<file path="src/rtl/core/esma_pkg.sv">
// shared types and constants for the encoder speed moving average block
// no dependencies; imported by encoder_speed_moving_average
package esma_pkg;

  localparam int WORD_W = 16;

  typedef logic [WORD_W-1:0]        word_t;
  typedef logic signed [WORD_W-1:0] speed_t;
  typedef logic [2*WORD_W-1:0]      tdata_t;

  localparam word_t COUNTS_PER_REV_RST = 16'd4096;

endpackage

</file>
<file path="src/rtl/core/encoder_speed_moving_average.sv">
// encoder speed with a moving average over a ring of recent speeds
// depends on esma_pkg (types, register reset value)
//
// a request moves through the stage registers into the output register
// throughput: one request per cycle unless the output stalls; the ring memory is
//   read at accept and written in stage 1; a running sum replaces the ring sweep
// reset (rst_n low, synchronous): ring valid bits, running sum, index,
//   first-tick flag and counts_per_rev (4096) clear at once; no clearing pass
module encoder_speed_moving_average #(
  parameter int AVG_DEPTH = 8  // ring length, 2 to 64
) (
  input  logic            clk,
  input  logic            rst_n,
  // configuration: counts_per_rev
  input  logic            cfg_we,
  input  esma_pkg::word_t cfg_wdata,
  // input requests
  input  logic            in_tvalid,
  output logic            in_tready,
  input  esma_pkg::tdata_t in_tdata,   // [15:0] counter_value, [31:16] overflow_count
  input  logic            in_tuser,    // [0] count_down
  // results
  output logic            out_tvalid,
  input  logic            out_tready,
  output esma_pkg::tdata_t out_tdata   // [15:0] instant_speed, [31:16] average_speed
);
  import esma_pkg::*;

  // ring index and running sum widths
  localparam int IDX_W = (AVG_DEPTH > 1) ? $clog2(AVG_DEPTH) : 1;
  localparam int SUM_W = WORD_W + IDX_W;
  localparam int MAG_W = SUM_W;
  // exact division of the sum magnitude by AVG_DEPTH: multiply by a rounded-up
  // reciprocal of MAG_W+1 bits, then shift right by MAG_W+IDX_W
  localparam int RCP_W  = MAG_W + 1;
  localparam int SHF    = MAG_W + IDX_W;
  localparam int PROD_W = MAG_W + RCP_W;
  localparam logic [63:0] RECIP_L =
    ((64'd1 << SHF) + 64'(AVG_DEPTH) - 64'd1) / 64'(AVG_DEPTH);
  localparam logic [RCP_W-1:0] RECIP = RECIP_L[RCP_W-1:0];
  localparam logic [IDX_W-1:0] IDX_LAST = IDX_W'(AVG_DEPTH - 1);

  // configuration register
  word_t cpr_r;

  // per-tick state
  logic  first_r;
  word_t prev_r;
  logic [IDX_W-1:0] idx_r;
  logic [IDX_W-1:0] idx_nxt;
  logic signed [SUM_W-1:0] sum_r;
  logic signed [SUM_W-1:0] sum_nxt;

  // ring memory, its per-entry valid bits and registered read data
  word_t ring_mem [AVG_DEPTH];
  logic [AVG_DEPTH-1:0] vld_r;
  word_t rd_q_r;
  logic  rd_vld_r;

  // stage 1: counter delta and overflow term
  logic  s1_v_r;
  word_t s1_diff_r;
  word_t s1_term_r;
  logic  s1_down_r;
  logic  s1_first_r;
  logic [IDX_W-1:0] s1_idx_r;
  logic [2*WORD_W-1:0] term_full;
  word_t speed_nxt;
  word_t old_speed;

  // stage 2: instant speed; the running sum already holds this request
  logic  s2_v_r;
  word_t s2_speed_r;

  // stage 3: sum magnitude and sign
  logic  s3_v_r;
  word_t s3_speed_r;
  logic [MAG_W-1:0] s3_mag_r;
  logic  s3_neg_r;
  logic [MAG_W-1:0] mag_nxt;

  // stage 4: reciprocal product
  logic  s4_v_r;
  word_t s4_speed_r;
  logic [PROD_W-1:0] s4_prod_r;
  logic  s4_neg_r;
  word_t quot;
  word_t avg_nxt;

  // output register
  logic  out_v_r;
  word_t out_speed_r;
  word_t out_avg_r;

  logic en;
  logic in_acc;
  logic ring_we;

  // whole pipeline advances together whenever the output register can load
  assign en        = !out_v_r || out_tready;
  assign in_tready = en;
  assign in_acc    = in_tvalid && en;
  assign ring_we   = s1_v_r && en;

  assign out_tvalid = out_v_r;
  assign out_tdata  = {out_avg_r, out_speed_r};

  // counts_per_rev register
  always_ff @(posedge clk) begin
    if (!rst_n) begin
      cpr_r <= COUNTS_PER_REV_RST;
    end else if (cfg_we) begin
      cpr_r <= cfg_wdata;
    end
  end

  assign term_full = in_tdata[2*WORD_W-1:WORD_W] * cpr_r;
  assign idx_nxt   = (idx_r == IDX_LAST) ? '0 : idx_r + 1'b1;

  // accept side: first-tick flag, previous count, ring index
  always_ff @(posedge clk) begin
    if (!rst_n) begin
      first_r <= 1'b1;
      prev_r  <= '0;
      idx_r   <= '0;
    end else if (in_acc) begin
      first_r <= 1'b0;
      prev_r  <= in_tdata[WORD_W-1:0];
      idx_r   <= idx_nxt;
    end
  end

  // stage 1 payload, captured at accept
  always_ff @(posedge clk) begin
    if (in_acc) begin
      s1_diff_r  <= in_tdata[WORD_W-1:0] - prev_r;
      s1_term_r  <= term_full[WORD_W-1:0];
      s1_down_r  <= in_tuser;
      s1_first_r <= first_r;
      s1_idx_r   <= idx_r;
    end
  end

  // ring read at accept; the entry written by the request in stage 1 has a
  // different index, and the next request on that index is read only after
  // the write has landed
  always_ff @(posedge clk) begin
    if (in_acc) begin
      rd_q_r <= ring_mem[idx_r];
    end
  end

  always_ff @(posedge clk) begin
    if (ring_we) begin
      ring_mem[s1_idx_r] <= speed_nxt;
    end
  end

  always_ff @(posedge clk) begin
    if (!rst_n) begin
      vld_r    <= '0;
      rd_vld_r <= 1'b0;
    end else begin
      if (in_acc) begin
        rd_vld_r <= vld_r[idx_r];
      end
      if (ring_we) begin
        vld_r[s1_idx_r] <= 1'b1;
      end
    end
  end

  // instant speed, modulo 2^16; a never-written entry reads as zero
  always_comb begin
    if (s1_first_r) begin
      speed_nxt = '0;
    end else if (s1_down_r) begin
      speed_nxt = s1_diff_r - s1_term_r;
    end else begin
      speed_nxt = s1_diff_r + s1_term_r;
    end
    old_speed = rd_vld_r ? rd_q_r : '0;
    sum_nxt   = sum_r - {{(SUM_W-WORD_W){old_speed[WORD_W-1]}}, old_speed}
                      + {{(SUM_W-WORD_W){speed_nxt[WORD_W-1]}}, speed_nxt};
  end

  // running sum over the ring
  always_ff @(posedge clk) begin
    if (!rst_n) begin
      sum_r <= '0;
    end else if (ring_we) begin
      sum_r <= sum_nxt;
    end
  end

  // magnitude of the sum; the most negative sum maps to its unsigned value
  assign mag_nxt = sum_r[SUM_W-1] ? MAG_W'(-sum_r) : MAG_W'(sum_r);

  // truncation toward zero: divide the magnitude, then restore the sign
  assign quot    = s4_prod_r[SHF +: WORD_W];
  assign avg_nxt = s4_neg_r ? -quot : quot;

  // stage valid chain
  always_ff @(posedge clk) begin
    if (!rst_n) begin
      s1_v_r  <= 1'b0;
      s2_v_r  <= 1'b0;
      s3_v_r  <= 1'b0;
      s4_v_r  <= 1'b0;
      out_v_r <= 1'b0;
    end else if (en) begin
      s1_v_r  <= in_tvalid;
      s2_v_r  <= s1_v_r;
      s3_v_r  <= s2_v_r;
      s4_v_r  <= s3_v_r;
      out_v_r <= s4_v_r;
    end
  end

  // stage payloads
  always_ff @(posedge clk) begin
    if (en) begin
      s2_speed_r  <= speed_nxt;
      s3_speed_r  <= s2_speed_r;
      s3_mag_r    <= mag_nxt;
      s3_neg_r    <= sum_r[SUM_W-1];
      s4_speed_r  <= s3_speed_r;
      s4_prod_r   <= PROD_W'(s3_mag_r) * PROD_W'(RECIP);
      s4_neg_r    <= s3_neg_r;
      out_speed_r <= s4_speed_r;
      out_avg_r   <= avg_nxt;
    end
  end

  // running sum never leaves the range of AVG_DEPTH signed 16-bit speeds
  a_sum_range: assert property (@(posedge clk) disable iff (!rst_n)
    (int'(sum_r) >= -32768 * AVG_DEPTH) &&
    (int'(sum_r) <= 32767 * AVG_DEPTH))
    else $error("running sum out of range");

  // ring index stays inside the ring
  a_idx_range: assert property (@(posedge clk) disable iff (!rst_n)
    idx_r <= IDX_LAST)
    else $error("ring index out of range");

  // valid bits are only ever set until the next reset
  a_vld_sticky: assert property (@(posedge clk) disable iff (!rst_n)
    ($past(rst_n) && ((vld_r & $past(vld_r)) != $past(vld_r))) == 1'b0)
    else $error("ring valid bit cleared");

  // first-tick flag drops only with an accepted request
  a_first_fall: assert property (@(posedge clk) disable iff (!rst_n)
    $fell(first_r) |-> $past(in_tvalid && in_tready))
    else $error("first-tick flag dropped without a request");

  // a stall freezes every stage
  a_stall_hold: assert property (@(posedge clk) disable iff (!rst_n)
    !en |=> $stable({s1_v_r, s2_v_r, s3_v_r, s4_v_r, sum_r, idx_r}))
    else $error("pipeline moved during a stall");

endmodule
</file>
<file path="config.mk">
export PLATFORM = sky130hd
export DESIGN_NAME = encoder_speed_moving_average
export DESIGN_NICKNAME = d
export VERILOG_FILES = /design/src/rtl/core/esma_pkg.sv /design/src/rtl/core/encoder_speed_moving_average.sv
export SDC_FILE = /design/constraint.sdc
export NUM_CORES = 1
export LEC_CHECK = 0
export ABC_AREA = 1
export BUFFER_PORTS_ARGS = -buffer_cell sky130_fd_sc_hd__buf_2
export CORE_MARGIN = 4
export CORE_UTILIZATION = 61
export CTS_CLUSTER_SIZE = 8
export DETAILED_ROUTE_END_ITERATION = 10
export PLACE_DENSITY = 0.83
export REMOVE_ABC_BUFFERS = 1
export SYNTH_ARGS = -nofsm -noshare
export SYNTH_HDL_FRONTEND = slang
export SYNTH_SLANG_ARGS = --single-unit
</file>
<file path="constraint.sdc">
create_clock -name clk -period 6.6 [get_ports clk]
set_input_delay 0.33 -clock clk [delete_from_list [all_inputs] [get_ports clk]]
set_output_delay 0.33 -clock clk [all_outputs]
set_load 0.01 [all_outputs]
</file>
Word level (Yosys, flattened, before mapping)
Memories as Yosys holds them, arrays and structs flattened. A register that Yosys moved wholly into a read port is not among the register bits.
Index checks and enable logic that the tools add are counted.
{ "classes": {"add_sub_neg": 8, "n_mul": 1, "order_cmp": 3, "n_eq_ne": 1, "mux": 12, "bitwise": 1, "n_reduce_logical": 5} }
{ "op_table": {"columns": ["operator", "count"], "rows": [
  ["16-bit two-way mux", 4],
  ["16-bit subtractor", 2],
  ["19-bit adder", 1],
  ["19-bit negator", 1],
  ["19-bit subtractor", 1],
  ["18-bit two-way mux", 1],
  ["16-bit adder", 1],
  ["16-bit by 16-bit multiplier with 16-bit output", 1],
  ["16-bit negator", 1],
  ["3-bit by 4-bit less-than comparator with 1-bit output (second input constant)", 2],
  ["8-bit OR", 1],
  ["1-bit two-way mux", 4],
  ["3-bit by 1-bit adder with 3-bit output (second input constant)", 1],
  ["1-bit binary-select mux with 3-bit select", 1],
  ["1-bit demux with 3-bit select", 1],
  ["3-bit == test (second input constant)", 1],
  ["3-bit by 1-bit greater-or-equal comparator with 1-bit output (second input constant)", 1],
  ["1-bit logical AND", 3],
  ["3-bit two-way mux", 1],
  ["1-bit zero test", 1],
  ["1-bit logical OR", 1]
]} }
{ "word_totals": {"ff_bits": 226, "ramBits": 128, "in_bits": 54, "out_inout_bits": 34, "elab_cells": 59, "n_memories": 1} }
{ "memory_table": {"columns": ["name", "depth", "width", "rd", "rd_clocked_by_memory_dff", "write_ports", "line_no", "source"], "rows": [
  ["ring_mem", 8, 16, 1, 1, 1, "encoder_speed_moving_average.sv:55", "word_t ring_mem [AVG_DEPTH];"]
]} }

Longest topological paths before layout
Gate-level depths: netlist of the first run.
{ "depth": {"depth_word": 5, "depth_mapped": 36, "mapped_depth_nobuf": 36} }

Least setup slack after synthesis of the first run
Ideal clock, no wire load.
{ "synth_timing": {"path_kind": "reg2reg", "from": "register cpr_r[6]", "to": "register s1_term_r[15] (data pin)", "setup_time_ns": 0.252, "t_arrival_ns": 5.046, "required_time_ns": 6.348, "path_slack_ns": 1.302, "stages_incl_launch_ff": 22, "n_path_buf": 1, "synth_period_minus_slack_ns": 5.298, "cell_sequence": "dfxtp_1 clkbuf_1 nand2_1 fa_1 inv_1 fa_1 inv_1 fa_1 inv_1 fa_1 fa_1 inv_1 fa_1 inv_1 ha_1 inv_1 o21bai_1 a221o_1 nor2_1 inv_1 nand3_1 nand2_1"} }
{ "synth_between": {"elab_chain_len": 1} }
{ "synth_rtl": {"columns": ["element", "line_no", "source"], "rows": [
  ["start, declared", "encoder_speed_moving_average.sv:44", "word_t cpr_r;"],
  ["start signal, assigned", "encoder_speed_moving_average.sv:113", "cpr_r <= cfg_wdata;"],
  ["16-bit by 16-bit multiplier with 16-bit output", "encoder_speed_moving_average.sv:117", "assign term_full = in_tdata[2*WORD_W-1:WORD_W] * cpr_r;"],
  ["via term_full[15]", "encoder_speed_moving_average.sv:67", "logic [2*WORD_W-1:0] term_full;"],
  ["end signal, assigned", "encoder_speed_moving_average.sv:137", "s1_term_r <= term_full[WORD_W-1:0];"],
  ["end, declared", "encoder_speed_moving_average.sv:63", "word_t s1_term_r;"]
]} }
The timed path passes the listed nets, and every way through them passes these cells.
A chain may end at the register's enable or synchronous reset.

Worst setup path after layout of the first run
{ "layout_timing": {"from": "register cpr_r[1]", "to": "register s1_term_r[15] (data pin)"} }
The elaborated chain is that of the path after synthesis.

==> impl_results.md, run 1 <==
* Non-Filler Instances at 2790
* Status: finished, final reports clean
* Vias/cell at 5.623
* Worst path most repeated cell: inv_1
* Seq cells post-synth at 364
* Pint at 5.841 mW
* TritonCTS Buffers at 51
* Worst slew pin tran at 1259 ps
* PwrDens at 397.2 nW/um^2
* Post-synth top flop: edfxtp_1
* Worst EP required at 6910 ps
* Asr flop ratio synth at 0%
* Post-synth EDFFs at 295
* Routed Antenna Nets at 0
* First-pass GRT wire length at 80220 um
* Clk Latency, worst-skew pair at 570 ps
* Vias in the first global route at 16090
* Full die area at 37620 um^2
* Final Core Density at 69.59%
* Setup Slack @ Placement at 1052 ps
* Post-Syn Area at 21090 um^2
* DRT iter0 DRCs at 1350
* FF/Latch Area at 10240 um^2
* Slowest CP cell: dfxtp_1
* Max clock buf depth at 3
* RSZ-0062 raised after global routing: false
* Starting Density at 62.44%
* Power share of the sequential group at 35.7%
* Clock power share at 25.6%
* Postcts setup bufs at 0
* Post-synthesis cell count at 2220
* Share of layout cells above drive strength 1 at 9.270%
* Synth Area per Inst at 9.502 um^2
* R2R depth at 20
* Met2 WL at 25410 um
* Final hold violation count at 0
* Fill cells at 2410
* Tightest hold margin at 52.51 ps
* Synthesis Warnings at 0
* Leading post-synthesis cells by cell area: edfxtp_1 (42%), fa_1 (9.5%), inv_1 (7.2%)
* Area Growth Syn to Fin at 11.45%
* Multi-input gate area at 9015 um^2
* R2R Setup Slk at 1040 ps
* Dominant cell type by area after synthesis: edfxtp_1
* Worst IR drop on VDD at 0.3056 mV
* Worst-path cell chain: nand2_1 > fa_1 > inv_1 > fa_1 > inv_1 > fa_1 > inv_1 > fa_1 > inv_1 > fa_1 > fa_1 > inv_1 > ha_1 > nand2_1 > inv_1 > a221o_1 > nor2_1 > inv_1 > nand3_1 > nand2_1
* Tot GR Track Use at 26.13%
* Most common cell after layout, fill and taps aside: inv_1
* Initial antenna violation count at 1
* IO buf count at 87
* Pleak at 11.01 nW
* Remaining DRCs at 0
* Grt ovf at 0
* Slew Limit Fails at 0
* CP max stage delay at 730 ps
* Post-layout min period at 5564 ps
* NetSw at 3.497 mW
* Worst EP arrival at 5870 ps
* Die width at 194.0 um
* Final clock skew at 25.19 ps
* PnR worst setup slack at 1036 ps
* Met3 wire length at 3422 um
* Origin of the critical flop-to-flop path: cpr_r[1]
* Crit-path leading delay family: adder cells
* Fin Setup TNS at 0 ps
* HP Class: in2reg
* Sequential fraction of the synthesis area at 48.54%
* Crit path kind: reg2reg
* Rel. slew slack at 15.98%
* WP buf/inv at 7
* WHS Path Cells at 3
* Max-cap violations at 0
* Hold_sp: cfg_wdata[15]
* Distinct cells, synth at 48
* WHS Endpoint: cpr_r[15]
* Crit-path max FO at 17
* Via count at 15690
* Core area at 33780 um^2
* Rows at 67
* CP Launch Type: flip-flop
* Final wirelength at 49440 um
* Reg2Reg Capture Point: s1_term_r[15]
* Most frequent cells in the layout: inv_1 (400), nand2_1 (375), edfxtp_1 (295), nor2_1 (250), o21ai_0 (141)
* Final setup vio count at 0
* Post-DP HPWL at 33600 um
* CTS tree: done
* Clock root cell: clkbuf_16
* Final nets at 2571
* Largest net degree at the start of global routing at 74
* Ports at 88
* Top Layer Used: met5
* Switching Fraction at 37.45%
* WL/cell at 17.72 um
* Clk slew on worst S/H paths at 50 ps
* Final Cycle Share at 84.31%
* Placed cells at 2694
* F_max at 179.7 MHz
* Wire length on met1 at 18690 um
* Power share of the combinational group at 38.6%
* Routability cong. at 0.8974
* Yosys top cell area share at 42.00%
* Clock sink count at 364
* Pre-antenna DRT Iters at 6
* CP Capture Type: flip-flop
* DIE HEIGHT at 194.0 um
* H-tree depth at 2
[stage by stage]
| stage | power (mW) | cell area [um^2] |
|---|---|---|
| after floorplan | 5.948 | 20790 |
| after detailed placement | 6.897 | 21890 |
| after CTS | 9.335 | 23510 |
| after global placement | 6.762 | 21890 |
| final | 9.337 | 23510 |
| after global routing | 9.996 | 23510 |
[registers in the layout, indices dropped and copies added, names as in the netlist, 3 cells and up]
name and flops:
idx_r 3, s1_term_r 16, rd_q_r 16, prev_r 16, s1_idx_r 3, s4_speed_r 16
out_avg_r 16, ring_mem 128, vld_r 8, out_speed_r 16, s2_speed_r 16, s3_speed_r 16
sum_r 19, cpr_r 16, s1_diff_r 16, s4_prod_r 16, s3_mag_r 16
[layout make-up]
class / count / share of cell area [%]
flip-flops and latches: 364 / 43.56
multi-input cells: 1368 / 38.35
inverters: 417 / 6.669
clock buffers: 76 / 5.961
repair buffers: 113 / 2.853
well taps: 448 / 2.384
clock inverters: 3 / 0.2129
diodes: 1 / 0.01064
[synthesized netlist by cell type, types with 14 or more instances]
cell type  instances
xnor2_1           19
nand3_1           64
xor2_1            67
clkbuf_1          44
a21oi_1           95
a31oi_1           21
inv_1            402
inv_2             14
dfxtp_1           69
nor3_1            15
ha_1             102
buf_2             24
o22ai_1           17
nor2_1           253
fa_1             100
edfxtp_1         295
o21ai_0          141
nand2_1          375
[metal layers]
| layer | global-route usage (%) | vias to the layer above |
|---|---|---|
| met5 | 0 | - |
| met4 | 10.83 | 2 |
| met2 | 46.71 | 671 |
| met1 | 31.59 | 7543 |
| met3 | 4.292 | 126 |
| li1 | - | 7346 |
[worst max-delay path by stage]
stage,from,to,slack (ps),cells past startpoint
after floorplan,out_tvalid,rd_vld_r,410,7
after global placement,cpr_r[2],s1_term_r[15],1140,20
after detailed placement,cpr_r[2],s1_term_r[15],1050,20
after CTS,cpr_r[2],s1_term_r[15],1020,20
after global routing,s1_term_r[0],sum_r[18],620,34
final,cpr_r[1],s1_term_r[15],1040,20
[worst register-to-register path: stages (launching register included)]
cell and delay, ps:
dfxtp_1 730, nand2_1 150, fa_1 530, inv_1 60
fa_1 500, inv_1 60, fa_1 510, inv_1 50
fa_1 470, inv_1 50, fa_1 510, fa_1 550
inv_1 40, ha_1 330, nand2_1 100, inv_1 40
a221o_1 310, nor2_1 130, inv_1 50, nand3_1 80
nand2_1 50
[what timing repair did]
action	in CTS	in global routing
endpoints found under the hold margin	16	0
gates resized for setup	0	0
hold buffers	16	0
[logic make-up (layout without fill, tap and decap cells)]
logic type	after synthesis	in the layout	synth area share, %
xor gates and xnor gates	86	86	3.571
buffers and inverters	488	609	8.862
other	0	1	0
adders and majority gates	202	202	15.54
DFF	364	364	48.54
AOI/OAI and AO/OA	311	311	8.043
and+or+nand+nor	769	769	15.44
[power by group through the flow]
stage          Combinational [mW]  Clock (mW)  Sequential [mW]
2_1_floorplan                2.60           0             3.35
4_1_cts                      3.58        2.41             3.34
5_1_grt                      4.09        2.53             3.38
3_5_place_dp                 3.53           0             3.37
3_3_place_gp                 3.42           0             3.34
6_report                     3.61        2.39             3.34
Note: power is estimated with default switching activity, not from simulation.
==> inputs of run 2 (changes only) <==
- clock period: 6.6 -> 5.2 ns (I/O delays scaled with it)
==> impl_results.md, run 2 (synthesis gave the netlist of run 1 again) <==
* Routed Antenna Nets at 0 (unchanged)
* Final wirelength at 50100 um (+1.3%)
* WL/cell at 17.54 um (-1.0%)
* Worst EP required at 5530 ps (-1380 ps)
* CP Capture Type: flip-flop
* Max-cap violations at 0 (unchanged)
* Fill cells at 2340 (-2.9%)
* Grt ovf at 0 (unchanged)
* Full die area at 37620 um^2 (unchanged)
* Final clock skew at 26.13 ps (+0.9341 ps)
* Final hold violation count at 0 (unchanged)
* Final Cycle Share at 97.38% (+13 points)
* Max clock buf depth at 3 (unchanged)
* Worst EP arrival at 5390 ps (-480 ps)
* Placed cells at 2728 (+1.3%)
* CP Launch Type: flip-flop
* Crit path kind: reg2reg
* Vias/cell at 5.552 (-1.3%)
* Crit-path max FO at 7 (-10)
* Most common cell after layout, fill and taps aside: inv_1
* Non-Filler Instances at 2856 (+2.4%)
* Largest registers: ring_mem: 128 flops, sum_r: 19 flops
* FF/Latch Area at 10260 um^2 (+0.22%)
* Vias in the first global route at 16110 (+0.11%)
* Multi-input gate area at 9165 um^2 (+1.7%)
* Final setup vio count at 0 (unchanged)
* Max reg flops at 128 (unchanged)
* Worst slew pin tran at 1210 ps (-48.83 ps)
* First-pass GRT wire length at 79940 um (-0.34%)
* Post-layout min period at 5064 ps (-500.3 ps)
* DIE HEIGHT at 194.0 um (unchanged)
* Ports at 88 (unchanged)
* Tot GR Track Use at 26.15% (about the same)
* Area Growth Syn to Fin at 14.41%
* Worst IR drop on VDD at 0.3571 mV (+17%)
* IO buf count at 87 (unchanged)
* Die width at 194.0 um (unchanged)
* Rows at 67 (unchanged)
* Clk slew on worst S/H paths at 50 ps (about the same)
* Pre-antenna DRT Iters at 6 (unchanged)
* Post-DP HPWL at 34760 um (+3.5%)
* Pleak at 11.27 nW (+2.4%)
* Final instance area at 24130 um^2 (+2.7%)
* Placed cell area at 22150 um^2 (+1.2%)
* Most frequent cells in the layout: inv_1 (398), nand2_1 (371), edfxtp_1 (295), nor2_1 (246), o21ai_0 (141)
* Starting Density at 62.44% (unchanged)
* Tightest hold margin at 28.87 ps (-23.65 ps)
* Clock root cell: clkbuf_16
* Rel. slew slack at 19.24% (+3.3 points)
* H-tree depth at 2 (unchanged)
* HP Class: in2reg
* CTS tree: done
* PnR worst setup slack at 136.1 ps (-899.7 ps)
* DRT iter0 DRCs at 1432 (+6.1%)
* Final Core Density at 71.44% (+1.9 points)
* PwrDens at 507.5 nW/um^2 (+28%)
* Final nets at 2620 (+1.9%)
* Initial antenna violation count at 1 (unchanged)
* Clk Latency, worst-skew pair at 590 ps (+20 ps)
* Status: finished, final reports clean
* Slew Limit Fails at 0 (unchanged)
* Remaining DRCs at 0 (unchanged)
* Routability cong. at 0.9383 (+4.6%)
* Setup Slack @ Placement at -118.5 ps (-1170 ps)
* TritonCTS Buffers at 51 (unchanged)
* Core area at 33780 um^2 (unchanged)
* Via count at 15860 (+1.1%)
* Largest net degree at the start of global routing at 72 (-2.7%)
* Clock sink count at 364 (unchanged)
* F_max at 197.5 MHz (+9.9%)
* Share of layout cells above drive strength 1 at 11.92% (+2.7 points)
* Largest Register: ring_mem
## run 2: where the power goes
part	internal (mW)	total, mW	switching (mW)
logic	1.85	4.95	3.10
clock network	1.85	3.08	1.23
registers	3.94	4.22	0.276
## run 2: cell type report
| type | count | share of cell area [%] |
|---|---|---|
| Sequential cell | 364 | 42.53 |
| Multi-Input combinational cell | 1368 | 37.98 |
| Inverter | 417 | 6.496 |
| Clock buffer | 93 | 5.941 |
| Timing Repair Buffer | 162 | 4.443 |
| Tap cell | 448 | 2.323 |
| Clock inverter | 3 | 0.2851 |
| Antenna cell | 1 | 0.01037 |
## run 2: critical path: stages, from the launching register on
cell and delay [ps]:
dfxtp_4 390, nand2_4 50, fa_1 520, inv_1 50, fa_1 530, inv_1 50, fa_1 500, inv_1 50
fa_1 470, fa_1 530, inv_2 50, fa_1 490, inv_2 50, ha_4 230, inv_1 70, o21bai_1 110
a221o_1 340, nor2_2 140, inv_1 60, nand3_1 80, nand2_1 50
## run 2: stage by stage
stage / power [mW] / TNS, ps
4_1_cts: 12.03 / -16.53
6_report: 12.25 / 0
5_1_grt: 13.09 / -71.43
3_3_place_gp: 8.668 / -0.6120
2_1_floorplan: 7.550 / -63100
3_5_place_dp: 8.878 / -225.4
## run 2: worst paths after layout
path                               startpoint       endpoint  slack, ps  depth (start not counted)
worst min-delay path              in_tdata[6]      prev_r[6]         30                          3
worst max register to register       cpr_r[3]  s1_term_r[15]        140                         20
worst max-delay path                 cpr_r[3]  s1_term_r[15]        140                         20
worst min register to register  s2_speed_r[3]  s3_speed_r[3]        400                          0
## run 2: per-layer routing
metal	GRT usage, %	routed length (um)
met1	30.74	18550
met2	48.48	26190
met3	3.701	3282
met4	10.21	2087
met5	0	0
## run 2: what timing repair did
action,4_1_cts,5_1_grt
hold buffers,28,0
endpoints found under the setup margin,2,13
hold endpoints to repair,29,0
resized for setup,7,37
buffers inserted,0,3
pin swaps,1,13
